### src/rtl/tape_machine_interpreter_unit_assert.svh
// Assertion macros for the tape machine interpreter.
`ifndef TAPE_MACHINE_INTERPRETER_UNIT_ASSERT_SVH
`define TAPE_MACHINE_INTERPRETER_UNIT_ASSERT_SVH

// Same-cycle implication, checked outside reset.
`define TMI_ASSERT_NOW(label, ante, cons) \
  label: assert property (@(posedge clk) disable iff (rst) (ante) |-> (cons)) \
    else $error("tmi assertion failed");

// Next-cycle implication, checked outside reset.
`define TMI_ASSERT_NEXT(label, ante, cons) \
  label: assert property (@(posedge clk) disable iff (rst) (ante) |=> (cons)) \
    else $error("tmi assertion failed");

`endif

### src/rtl/tmi_pkg.sv
// ----------------------------------------------------------------------------
// tmi_pkg
// Types, codes and sizes shared by the tape machine interpreter.
// ----------------------------------------------------------------------------
package tmi_pkg;

  localparam int PROG_DEPTH = 1024;
  localparam int TAPE_DEPTH = 1024;
  localparam int IN_DEPTH   = 256;
  localparam int PROG_AW    = $clog2(PROG_DEPTH);
  localparam int TAPE_AW    = $clog2(TAPE_DEPTH);
  localparam int IN_AW      = $clog2(IN_DEPTH);
  localparam int RUN_BUDGET = 1048576;
  localparam int BUDGET_W   = $clog2(RUN_BUDGET) + 1;

  localparam logic [1:0] REQ_LOAD = 2'd0;
  localparam logic [1:0] REQ_DATA = 2'd1;
  localparam logic [1:0] REQ_RUN  = 2'd2;

  localparam logic [2:0] OP_PTR_INC  = 3'd0;
  localparam logic [2:0] OP_PTR_DEC  = 3'd1;
  localparam logic [2:0] OP_CELL_INC = 3'd2;
  localparam logic [2:0] OP_CELL_DEC = 3'd3;
  localparam logic [2:0] OP_OUTPUT   = 3'd4;
  localparam logic [2:0] OP_INPUT    = 3'd5;
  localparam logic [2:0] OP_JMP_FWD  = 3'd6;
  localparam logic [2:0] OP_JMP_BACK = 3'd7;

  localparam logic [2:0] ST_BYTE      = 3'd0;
  localparam logic [2:0] ST_DONE      = 3'd1;
  localparam logic [2:0] ST_UNDERFLOW = 3'd2;
  localparam logic [2:0] ST_UNM_FWD   = 3'd3;
  localparam logic [2:0] ST_UNM_BACK  = 3'd4;
  localparam logic [2:0] ST_EMPTY     = 3'd5;
  localparam logic [2:0] ST_TAPE_FULL = 3'd6;

  localparam logic [7:0] NEWLINE = 8'd10;

  typedef struct packed {
    logic [1:0] req_type;
    logic [2:0] opcode;
    logic [7:0] data_byte;
  } in_item_t;

  typedef struct packed {
    logic [7:0] out_byte;
    logic [2:0] status;
    logic       last;
  } out_item_t;

  function automatic logic is_space(input logic [7:0] b);
    return (b == 8'd32) || (b >= 8'd9 && b <= 8'd13);
  endfunction

endpackage

### src/rtl/tmi_oreg.sv
// ----------------------------------------------------------------------------
// tmi_oreg
// Output register: holds one result until the receiver takes it.
// ----------------------------------------------------------------------------
module tmi_oreg
  import tmi_pkg::*;
(
  input  logic      clk,
  input  logic      rst,
  input  logic      res_valid,
  input  out_item_t res,
  output logic      res_take,
  output logic      out_valid,
  input  logic      out_stall,
  output out_item_t out_data
);

  assign res_take = res_valid && (!out_valid || !out_stall);

  always_ff @(posedge clk) begin
    if (rst) begin
      out_valid <= 1'b0;
    end else if (res_take) begin
      out_valid <= 1'b1;
    end else if (!out_stall) begin
      out_valid <= 1'b0;
    end
    if (res_take) begin
      out_data <= res;
    end
  end

endmodule

### config.mk
export PLATFORM = sky130hd
export DESIGN_NAME = tmi_oreg
export DESIGN_NICKNAME = d
export VERILOG_FILES = /design/src/rtl/tape_machine_interpreter_unit_assert.svh /design/src/rtl/tmi_pkg.sv /design/src/rtl/tmi_oreg.sv
export SDC_FILE = /design/constraint.sdc
export NUM_CORES = 1
export LEC_CHECK = 0
export ABC_AREA = 1
export BUFFER_PORTS_ARGS = -buffer_cell sky130_fd_sc_hd__clkbuf_2
export CAP_MARGIN = 20
export CORE_AREA = 2 2 39 41
export DETAILED_ROUTE_END_ITERATION = 10
export DIE_AREA = 0 0 41 43
export MAX_ROUTING_LAYER = met4
export PLACE_DENSITY_LB_ADDON = 0.05
export SYNTH_ARGS = -nofsm -noshare
export SYNTH_HDL_FRONTEND = slang
export SYNTH_SLANG_ARGS = --single-unit
### constraint.sdc
create_clock -name clk -period 3.6 [get_ports clk]
set_input_delay 0.54 -clock clk [delete_from_list [all_inputs] [get_ports clk]]
set_output_delay 0.54 -clock clk [all_outputs]
set_load 0.01 [all_outputs]
=== Yosys cells after proc, flatten, opt, wreduce, memory -nomap -nowiden ===
Index checks and enable logic that the tools add are counted.

* Add/sub/neg operators: 0
* Multipliers: 0
* Divide/modulo/power cells: 0
* $lt $le $gt $ge: 0
* Equal/unequal tests: 1
* Shift operators: 0
* Mux-type cells: 2
* Bitwise logic cells: 0
* Reduce and logical (&&, ||, !) cells: 4

{| class="wikitable"
|+ Operators by type and width
! kind !! number
|-
| $logic_not 1->1 || 2
|-
| $mux 1 || 2
|-
| $ne 2x2->1 const B || 1
|-
| $logic_and 1x1->1 || 1
|-
| $logic_or 1x1->1 || 1
|}

* Register bits after elaboration: 13
* Latch bits: 0
* Memory bits (writable): 0
* Bits in read-only memories: 0
* Input bits: 16
* Output and inout bits: 14
* Word-level logic and storage cells: 11
* Memories: 0

=== Logic depth before layout (Yosys ltp) ===
Gate-level depths: netlist of run 1.

* Depth after elaboration: 4
* Depth in mapped cells: 2
* Depth with buffers taken out: 2

=== Worst setup path after synthesis of run 1 ===
No wires, ideal clock.

* Path kind: input to output
* Start point: in res_valid
* End point: out res_take
* Arrival: 1358 ps
* Required time: 3060 ps
* Path slack: 1702 ps
* Cell stages on the path: 2
* Path buffers: 0
* Cell sequence: inv_1 a21oi_1

* Cells in the longest elaborated chain, start to end: 1

{| class="wikitable"
|+ RTL lines
! item !! RTL line !! source
|-
| from (decl) || tmi_oreg.sv:10 || <nowiki>input logic res_valid,</nowiki>
|-
| $logic_and 1x1->1 || tmi_oreg.sv:18 || <nowiki>assign res_take = res_valid && (!out_valid || !out_stall);</nowiki>
|-
| to (decl) || tmi_oreg.sv:12 || <nowiki>output logic res_take,</nowiki>
|}

No other way between the ends.

=== Worst setup path in the final report of run 1 ===
Same ends and word-level chain as after synthesis.

==> results of run 1 <==
[worst max-delay path by stage]
stage / end / start / slack, ps / depth (start not counted)
after floorplan: res_take / res_valid / 1700 / 2
after global placement: res_take / res_valid / 1920 / 5
after detailed placement: res_take / res_valid / 1880 / 5
after CTS: res_take / res_valid / 1880 / 5
after global routing: res_take / res_valid / 1830 / 5
final: res_take / res_valid / 1890 / 5
[worst max-delay path: cells and delay by family]
family                 cells  cell delay [ps]
AOI/OAI and AO/OA          1              120
buffers and inverters      4              500
[layout by cell type, fill, tap and decap left out]
master    count
clkbuf_1      1
edfxtp_1     12
dfxtp_1       1
nand2_1       1
inv_1         1
clkbuf_4      3
a21oi_2       1
clkbuf_2     29
a21oi_1       1
buf_4         1
[flip-flops by register name (all words and copies together), names as in the netlist]
name and count:
out_valid 1, out_data 12
[metal layers]
layer  vias to the layer above  share of wire (%)  routed length (um)
li1                        133                  -                   -
met1                       124                 31                 210
met2                        17                 58                 397
met5                         -                  0                   0
met4                         0                  0                   0
met3                         0                 11                  73
[power by group]
| group | total [W] | internal [W] | switching, W |
|---|---|---|---|
| combinational | 0.0000272 | 0.0000131 | 0.0000141 |
| sequential | 0.000177 | 0.000175 | 0.00000221 |
| clock | 0.0000851 | 0.0000428 | 0.0000423 |
| total | 0.000290 | 0.000231 | 0.0000586 |
[metrics by stage]
step | instance area [um2] | instances | util [%] | setup slack, ps | hold slack, ps
final | 601 | 67 | 43.4 | 1890 | 425
after floorplan | 402 | 17 | - | 1700 | 491
after global routing | 601 | 67 | 43.4 | 1830 | 413
after global placement | 574 | 63 | 41.5 | 1920 | 458
after detailed placement | 574 | 63 | 41.5 | 1880 | 470
after CTS | 601 | 67 | 43.4 | 1880 | 414
[cell type report]
cell class	instances	area, um2
clock buffer	4	26.3
fill	139	783
inverter	1	3.75
multi-input combinational	3	17.5
sequential	13	380
tap	16	20.0
timing repair buffer	30	153
[cells by family (layout without fill, tap and decap cells)]
kind of cell	after synthesis	in the layout	synth area share [%]
and+or+nand+nor	1	1	0.934
DFF	13	13	94.7
AOI/OAI and AO/OA	2	2	3.43
buffers and inverters	1	35	0.934
==> results.md, run 1 <==
- Register bit count reported by yosys: 13
- Core area: 1380 um2
- GR Util met3: 4.71%
- Synthesized area per cell: 23.6 um2
- Die height: 43 um
- WHS Path Cells: 2
- Crit path kind: primary input to output port
- # diodes: 0
- Die W: 41 um
- Met1 usage: 8.71%
- RSZ-0062 raised after global routing: no
- Max Cap Viol: 0
- Hold endpoint: out_valid
- Met2 GRT Util: 14.1%
- Final number of max-transition violations: 0
- Pwr/cell area: 482 nW/um2
- Mapped Area: 402 um2
- Cells on worst reg2reg path: 2
- Fin crit period: 1710 ps
- Drt drc: 0
- Max clock buf depth: 2
- Power, Total: 0.000290 W
- Final Hold Viols: 0
- Nets: 68
- Cell variety after synth: 6
- Fmax achieved: 586 MHz
- Root buffer cell: clkbuf_4
- Mapped Cells: 17
- Fraction of layout cells with a size suffix above 1: 66.7%
- Min-delay src: rst
- Slew of the pin with the lowest slew margin: 159 ps
- Most common cell in the netlist: edfxtp_1
- Biggest cell delay along the critical path: 220 ps
- Post-route clock period utilization: 47.4%
- Async S/R FF share, synth: 0%
- Initial Util: 29.0%
- Reg-to-reg endpoint: out_data[8]
- Area leader, netlist: edfxtp_1
- Die footprint: 1760 um2
- Initial antenna violation count: 0
- Final WL: 681 um
- Post-synthesis net count: 33
- Sequential-to-total area share from yosys stat: 94.7%
- Synth warn: 0
- Cell mode on critical path: clkbuf_2
- Total number of vias: 274
- Worst hold path type: primary input to register
- Area grow syn2layout: 49.5%
- Largest net degree at the start of global routing: 14
- Reg2reg start: out_valid
- Num CTS Buffers: 3
- Relative slew slack: 89.4%
- Worst Skew: 2.84 ps
- Post-synth EDFFs: 12
- Gr usage total: 8.97%
- H-tree Lvls: 1
- Setup-failing EPs final: 0
- Resized Gates After CTS: 0
- Skew-Pair Late Insertion Delay: 260 ps
- Vias in the first global route: 264
- First-pass GRT wire length: 1.01 mm
- Grt peak-use layer: met2
- Reg2reg setup slack: 2620 ps
- CTS tree: done
- IO Count: 30
- Hold-fix buffers, CTS: 0
- Top cells by area, synth: edfxtp_1 90%, dfxtp_1 5.0%, a21oi_2 2.2%
- Remaining antenna violation count after routing: 0
- 1st-iter DRT viols: 0
- # rows: 14
- IO Port Bufs: 29
- Post-DR wirelength/cell: 10.2 um
- # Post-CTS Setup Buffers: 0
- Vias per cell: 4.09
- Final GP Congestion: 0.585
- Status: finished, final reports clean
- Clk sink count: 13
- Crit path DAT: 1170 ps
- Top cell type's share of synthesized area: 89.7%
- GRT overflow: 0
- Max IR drop VDD: 0.000202 V
- CP required: 3060 ps
- Setup TNS: 0 ps
- CP max FO: 13
- Worst-path clk slew: 70 ps
- Worst-path cell chain: clkbuf_2 -> inv_1 -> a21oi_1 -> buf_4 -> clkbuf_2
- 1st-pass router iterations: 1
- Crit path launch type: primary input
- Slowest CP cell: buf_4
- Ys flop type: edfxtp_1
- Lkg Pwr: 0.275 nW
- Worst Setup End Kind: output port
(Power assumes the default switching activity.)
==> run 2, diff against run 1 <==
--- a/config.mk
+++ b/config.mk
@@ -5,7 +5,7 @@
 export SDC_FILE = /design/constraint.sdc
 export NUM_CORES = 1
 export LEC_CHECK = 0
-export ABC_AREA = 1
+export ABC_AREA = 0
 export BUFFER_PORTS_ARGS = -buffer_cell sky130_fd_sc_hd__clkbuf_2
 export CAP_MARGIN = 20
 export CORE_AREA = 2 2 39 41
==> constraint.sdc (replaced) <==
create_clock -name clk -period 1.7 [get_ports clk]
set_input_delay 0.255 -clock clk [delete_from_list [all_inputs] [get_ports clk]]
set_output_delay 0.255 -clock clk [all_outputs]
set_load 0.01 [all_outputs]
==> run 2 against run 1 <==
Effect of this change: non-clock buffer count rose by 1; power rose by 110%; clock skew fell by 2.0 ps; routed wire length rose by 1.2%; combinational power rose by 110%; via count fell by 0.73%; sequential cell count did not move; hold slack got worse by 290 ps.
==> results.md, run 2 <==
- Worst hold path type: primary input to register
- Initial Util: 28.7%
- Comb power frac: 9.5%
- Xor/xnor share of the synthesized area: 0%
- Setup-failing EPs final: 0
- Fmax achieved: 797 MHz
- Setup TNS: 0 ps
- Most frequent cells in the layout: 29 x clkbuf_2, 12 x edfxtp_1, 3 x clkbuf_4
- Fin crit period: 1250 ps
- Post-DR wirelength/cell: 10.3 um
- Synthesized area per cell: 24.8 um2
- GRT overflow: 0
- Synth warn: 0
- CTS tree: done
- Async S/R FF share, synth: 0%
- Gr usage total: 9.37%
- Fill count: 135
- Post-route clock period utilization: 73.8%
- Worst-path clk slew: 70 ps
- Drt drc: 0
- # diodes: 0
- Commonest cells post-synth: 12 x edfxtp_1, 1 x a21boi_1, 1 x a21oi_1, 1 x dfxtp_1, 1 x nor2_1
- Status: finished, final reports clean
- 1st-iter DRT viols: 3
- Area grow syn2layout: 52.1%
- Fraction of layout cells with a size suffix above 1: 66.7%
- Biggest regs: out_data x12, out_valid x1
- Adder-cell share of the synthesized area: 0%
- Most common cell in the netlist: edfxtp_1
- # rows: 14
- Pwr/cell area: 1020 nW/um2
- Post-layout util: 43.6%
- Slew of the pin with the lowest slew margin: 253 ps
- Post-Place Setup Slack: 537 ps
- Worst setup margin: 446 ps
- Max reg flops: 12
- Internal power: 0.000491 W
- Post-synth EDFFs: 12
- CP required: 1440 ps
- Crit path launch type: register
- Resized Gates After CTS: 0
- Mapped Area: 397 um2
- Most flops, register: out_data
- Worst hold slack: 135 ps
- IO Port Bufs: 29
- IO Count: 30
- Worst Setup End Kind: output port
- Die W: 41 um
- H-tree Lvls: 1
- Top cells by area, synth: edfxtp_1 91%, dfxtp_1 5.0%, a21boi_1 1.9%
- Largest net degree at the start of global routing: 9
- Nets: 68
- Psw: 0.000125 W
- Largest family of logic cells by synthesized area: compound AO/OA/AOI/OAI gates
- Register bit count reported by yosys: 13
- Crit path DAT: 1000 ps
- Power, Total: 0.000615 W
- Relative slew slack: 83.1%
- Initial antenna violation count: 0
- Vias in the first global route: 277
- Die footprint: 1760 um2
- Num CTS Buffers: 3
- Clock power share: 29.5%
- Clk sink count: 13
- Final WL: 689 um
- Biggest cell delay along the critical path: 330 ps
- CP max FO: 3
- Commonest non-fill, non-tap cell in the layout: clkbuf_2
- Mapped Cells: 16
- Max Cap Viol: 0
- Seq pwr share: 61.1%
- Sequential-to-total area share from yosys stat: 95.9%
- Skew-Pair Late Insertion Delay: 260 ps
- Post-synthesis net count: 32
- Die height: 43 um
- Cell variety after synth: 5
- # Post-CTS Setup Buffers: 0
- Slowest CP cell: dfxtp_1
- Final number of max-transition violations: 0
- Worst-path cell chain: a21boi_1 -> clkbuf_2
- Ys flop type: edfxtp_1
- Crit path kind: register to output port
- 1st-pass router iterations: 2
- Root buffer cell: clkbuf_4
- Final GP Congestion: 0.555
- RSZ-0062 raised after global routing: no
- Mux contribution to synthesized area: 0%
- Top cell type's share of synthesized area: 90.9%
- Simple-Gate Fraction of Synth Area: 0.946%
- Lkg Pwr: 0.277 nW
- Vias per cell: 4.06
- Max clock buf depth: 2
- Remaining antenna violation count after routing: 0
- Final Hold Viols: 0
- Max IR drop VDD: 0.000382 V
- First-pass GRT wire length: 1.06 mm
- Area leader, netlist: edfxtp_1
- Core area: 1380 um2
- Switching share of total power: 20.3%
- Total number of vias: 272
- Compound-Gate Fraction of Synth Area: 3.15%
- Worst Skew: 0.839 ps
- Hold-fix buffers, CTS: 0
==> run 2: changes by cell type in the layout (fill, tap and decap cells not counted) <==
| cell | delta |
|---|---|
| a21oi_2 | -1 |
| buf_4 | +1 |
| nor2_1 | +1 |
| inv_1 | -1 |
| a21boi_1 | +1 |
| nand2_1 | -1 |
==> run 2: layer usage <==
metal,routed length (um),global-route usage [%],vias to the layer above
li1,-,-,135
met3,69,3.14,0
met4,0,6.00,0
met1,221,9.69,119
met2,397,14.4,18
met5,0,-,-
==> run 2: worst paths after layout <==
kind | from | endpoint | slack, ps | depth (start not counted)
max | out_valid | res_take | 450 | 2
min | rst | out_valid | 140 | 2
max reg2reg | out_valid | out_data[6] | 640 | 2
min reg2reg | out_valid | out_valid | 520 | 2
==> run 2: power groups by stage <==
| stage | clock network (W) | logic, W | registers (W) |
|---|---|---|---|
| 2_1_floorplan | 0 | 0.00000846 | 0.000394 |
| 3_3_place_gp | 0 | 0.0000587 | 0.000383 |
| 3_5_place_dp | 0 | 0.0000603 | 0.000384 |
| 4_1_cts | 0.000193 | 0.0000603 | 0.000376 |
| 5_1_grt | 0.000204 | 0.0000654 | 0.000379 |
| 6_report | 0.000181 | 0.0000583 | 0.000376 |
==> run 2: layout make-up <==
type                       instances  area (um2)  share of cell area [%]
sequential                        13         380                    63.1
clock buffer                       4        26.3                    4.36
timing repair buffer              31         160                    26.6
multi-input combinational          3        16.3                    2.70
tap                               16        20.0                    3.32
==> run 2: cells by family after synthesis <==
| kind of cell | Yosys count |
|---|---|
| DFF | 13 |
| AOI/OAI and AO/OA | 2 |
| and+or+nand+nor | 1 |
==> run 2: stage by stage <==
stage | cells | instance area [um2]
2_1_floorplan | 16 | 397
3_3_place_gp | 63 | 577
3_5_place_dp | 63 | 577
4_1_cts | 67 | 603
5_1_grt | 67 | 603
6_report | 67 | 603
==> run 2: critical path: cells and delay by family (launching register included) <==
family	cells	cell delay [ps]
AO/OA/AOI/OAI	1	230
flip-flops	1	330
buffers and inverters	1	180
==> run 3, diff against run 2 <==
==> constraint.sdc (replaced) <==
create_clock -name clk -period 1.2 [get_ports clk]
set_input_delay 0.18 -clock clk [delete_from_list [all_inputs] [get_ports clk]]
set_output_delay 0.18 -clock clk [all_outputs]
set_load 0.01 [all_outputs]
==> run 3 against run 2 <==
Effect of this change: first-iteration DRC count shrank 67%; count of clock-buffer cells in the layout is the same; non-clock buffer count grew 1; worst setup slack lost 400 ps; hold slack lost 88 ps; power grew 44%; clock skew grew 1.4 ps; clock power grew 43%; critical path type unchanged; register-to-register slack lost 460 ps.
==> results.md, run 3 (synthesis results as in run 2) <==
- # rows: 14
- Reg-to-reg endpoint: out_data[10]
- Final Hold Viols: 0
- Post-route clock period utilization: 96.0%
- Max Cap Viol: 0
- 1st-pass router iterations: 2
- Pwr/cell area: 1410 nW/um2
- Initial Util: 28.7%
- Max IR drop VDD: 0.000655 V
- Setup TNS: 0 ps
- Most frequent cells in the layout: 29 x clkbuf_2, 12 x edfxtp_1, 3 x clkbuf_4
- Reg2reg start: out_valid
- IO Count: 30
- Slew of the pin with the lowest slew margin: 116 ps
- Reg2reg setup slack: 180 ps
- Internal power: 0.000703 W
- IO Port Bufs: 29
- Worst setup margin: 48.2 ps
- Cells on worst reg2reg path: 3
- CTS tree: done
- GRT overflow: 0
- Num CTS Buffers: 3
- Relative slew slack: 92.2%
- Post-Place Setup Slack: 232 ps
- Max reg flops: 12
- Gr usage total: 10.7%
- First-pass GRT wire length: 1.15 mm
- Max clock buf depth: 2
- Crit path DAT: 970 ps
- Root buffer cell: clkbuf_4
- Power, Total: 0.000886 W
- Hold-fix buffers, CTS: 0
- Post-DR wirelength/cell: 11.2 um
- Core area: 1380 um2
- Remaining antenna violation count after routing: 0
- Worst-path clk slew: 70 ps
- Drt drc: 0
- Worst Setup End Kind: output port
- Nets: 69
- Die W: 41 um
- Fraction of layout cells with a size suffix above 1: 71.2%
- Clock power share: 29.2%
- Biggest regs: out_data x12, out_valid x1
- H-tree Lvls: 1
- Fin crit period: 1150 ps
- Comb power frac: 10.5%
- 1st-iter DRT viols: 1
- Worst Skew: 2.19 ps
- RSZ-0062 raised after global routing: no
- Hold endpoint: out_valid
- Placed cell count: 63
- Total number of vias: 277
- Seq pwr share: 60.3%
- Psw: 0.000183 W
- Area grow syn2layout: 58.0%
- Clk sink count: 13
- Worst hold slack: 47.4 ps
- Initial antenna violation count: 0
- Final GP Congestion: 0.587
- Most flops, register: out_data
- Final WL: 761 um
- Crit path launch type: register
- Skew-Pair Late Insertion Delay: 270 ps
- Commonest non-fill, non-tap cell in the layout: clkbuf_2
- Die height: 43 um
- Switching share of total power: 20.7%
- CP max FO: 3
- CP required: 1020 ps
- Vias in the first global route: 282
- # diodes: 0
- Min-delay src: rst
- Largest net degree at the start of global routing: 8
- Die footprint: 1760 um2
- Worst hold path type: primary input to register
- Lkg Pwr: 0.289 nW
- Crit path kind: register to output port
- WHS Path Cells: 2
- Fmax achieved: 868 MHz
- Vias per cell: 4.07
- Status: finished, final reports clean
- Final cell count without fillers: 68
- Setup-failing EPs final: 0
- Final number of max-transition violations: 0
[run 3: changes by cell type in the layout (fill, tap and decap cells not counted), sizes merged]
cell | before | now
buf | 2 | 3
[run 3: stage by stage]
step                      utilization, %  area (um2)
after floorplan                        -         408
after global placement              42.5         588
after detailed placement            42.5         588
after CTS                           45.2         626
after global routing                45.3         627
final                               45.3         627
[run 3: power groups by stage]
stage | clock network (W) | logic [W] | registers, W
after global routing | 0.000297 | 0.000102 | 0.000537
after CTS | 0.000270 | 0.0000955 | 0.000534
after floorplan | 0 | 0.0000146 | 0.000559
final | 0.000259 | 0.0000932 | 0.000534
after detailed placement | 0 | 0.0000901 | 0.000544
after global placement | 0 | 0.0000864 | 0.000543
[run 3: per-layer routing]
metal / global-route usage, % / share of wire (%) / vias to the layer above
met3: 4.71 / 12 / 2
met1: 10.5 / 34 / 121
met4: 6.00 / 1.7 / 0
met2: 16.6 / 53 / 20
met5: - / 0 / -
li1: - / - / 134
[run 3: critical path, stage by stage (launching register included)]
cell      delay, ps
dfxtp_2         340
a21boi_4        140
buf_6           110
clkbuf_2        120
[run 3: worst max-delay path by stage]
stage / startpoint / slack, ps / endpoint / cells after the start
finish: out_valid / 50 / res_take / 3
global placement: out_valid / 260 / res_take / 3
floorplan: out_valid / 140 / out_data[0] / 1
CTS: out_valid / 20 / res_take / 3
global route: out_valid / 4 / res_take / 3
detailed placement: out_valid / 230 / res_take / 3
[run 3: layout make-up]
class                           instances  area, um2
Clock buffer                            4       26.3
Fill cell                             132        757
Multi-Input combinational cell          3       27.5
Sequential cell                        13        382
Tap cell                               16       20.0
Timing Repair Buffer                   32        171
[run 3: repair_timing]
action | in CTS | in global routing
buffers inserted | 1 | 0
setup endpoints to repair | 1 | 1
pin swaps | 0 | 0
resized for setup | 1 | 1
gates cloned | 0 | 0
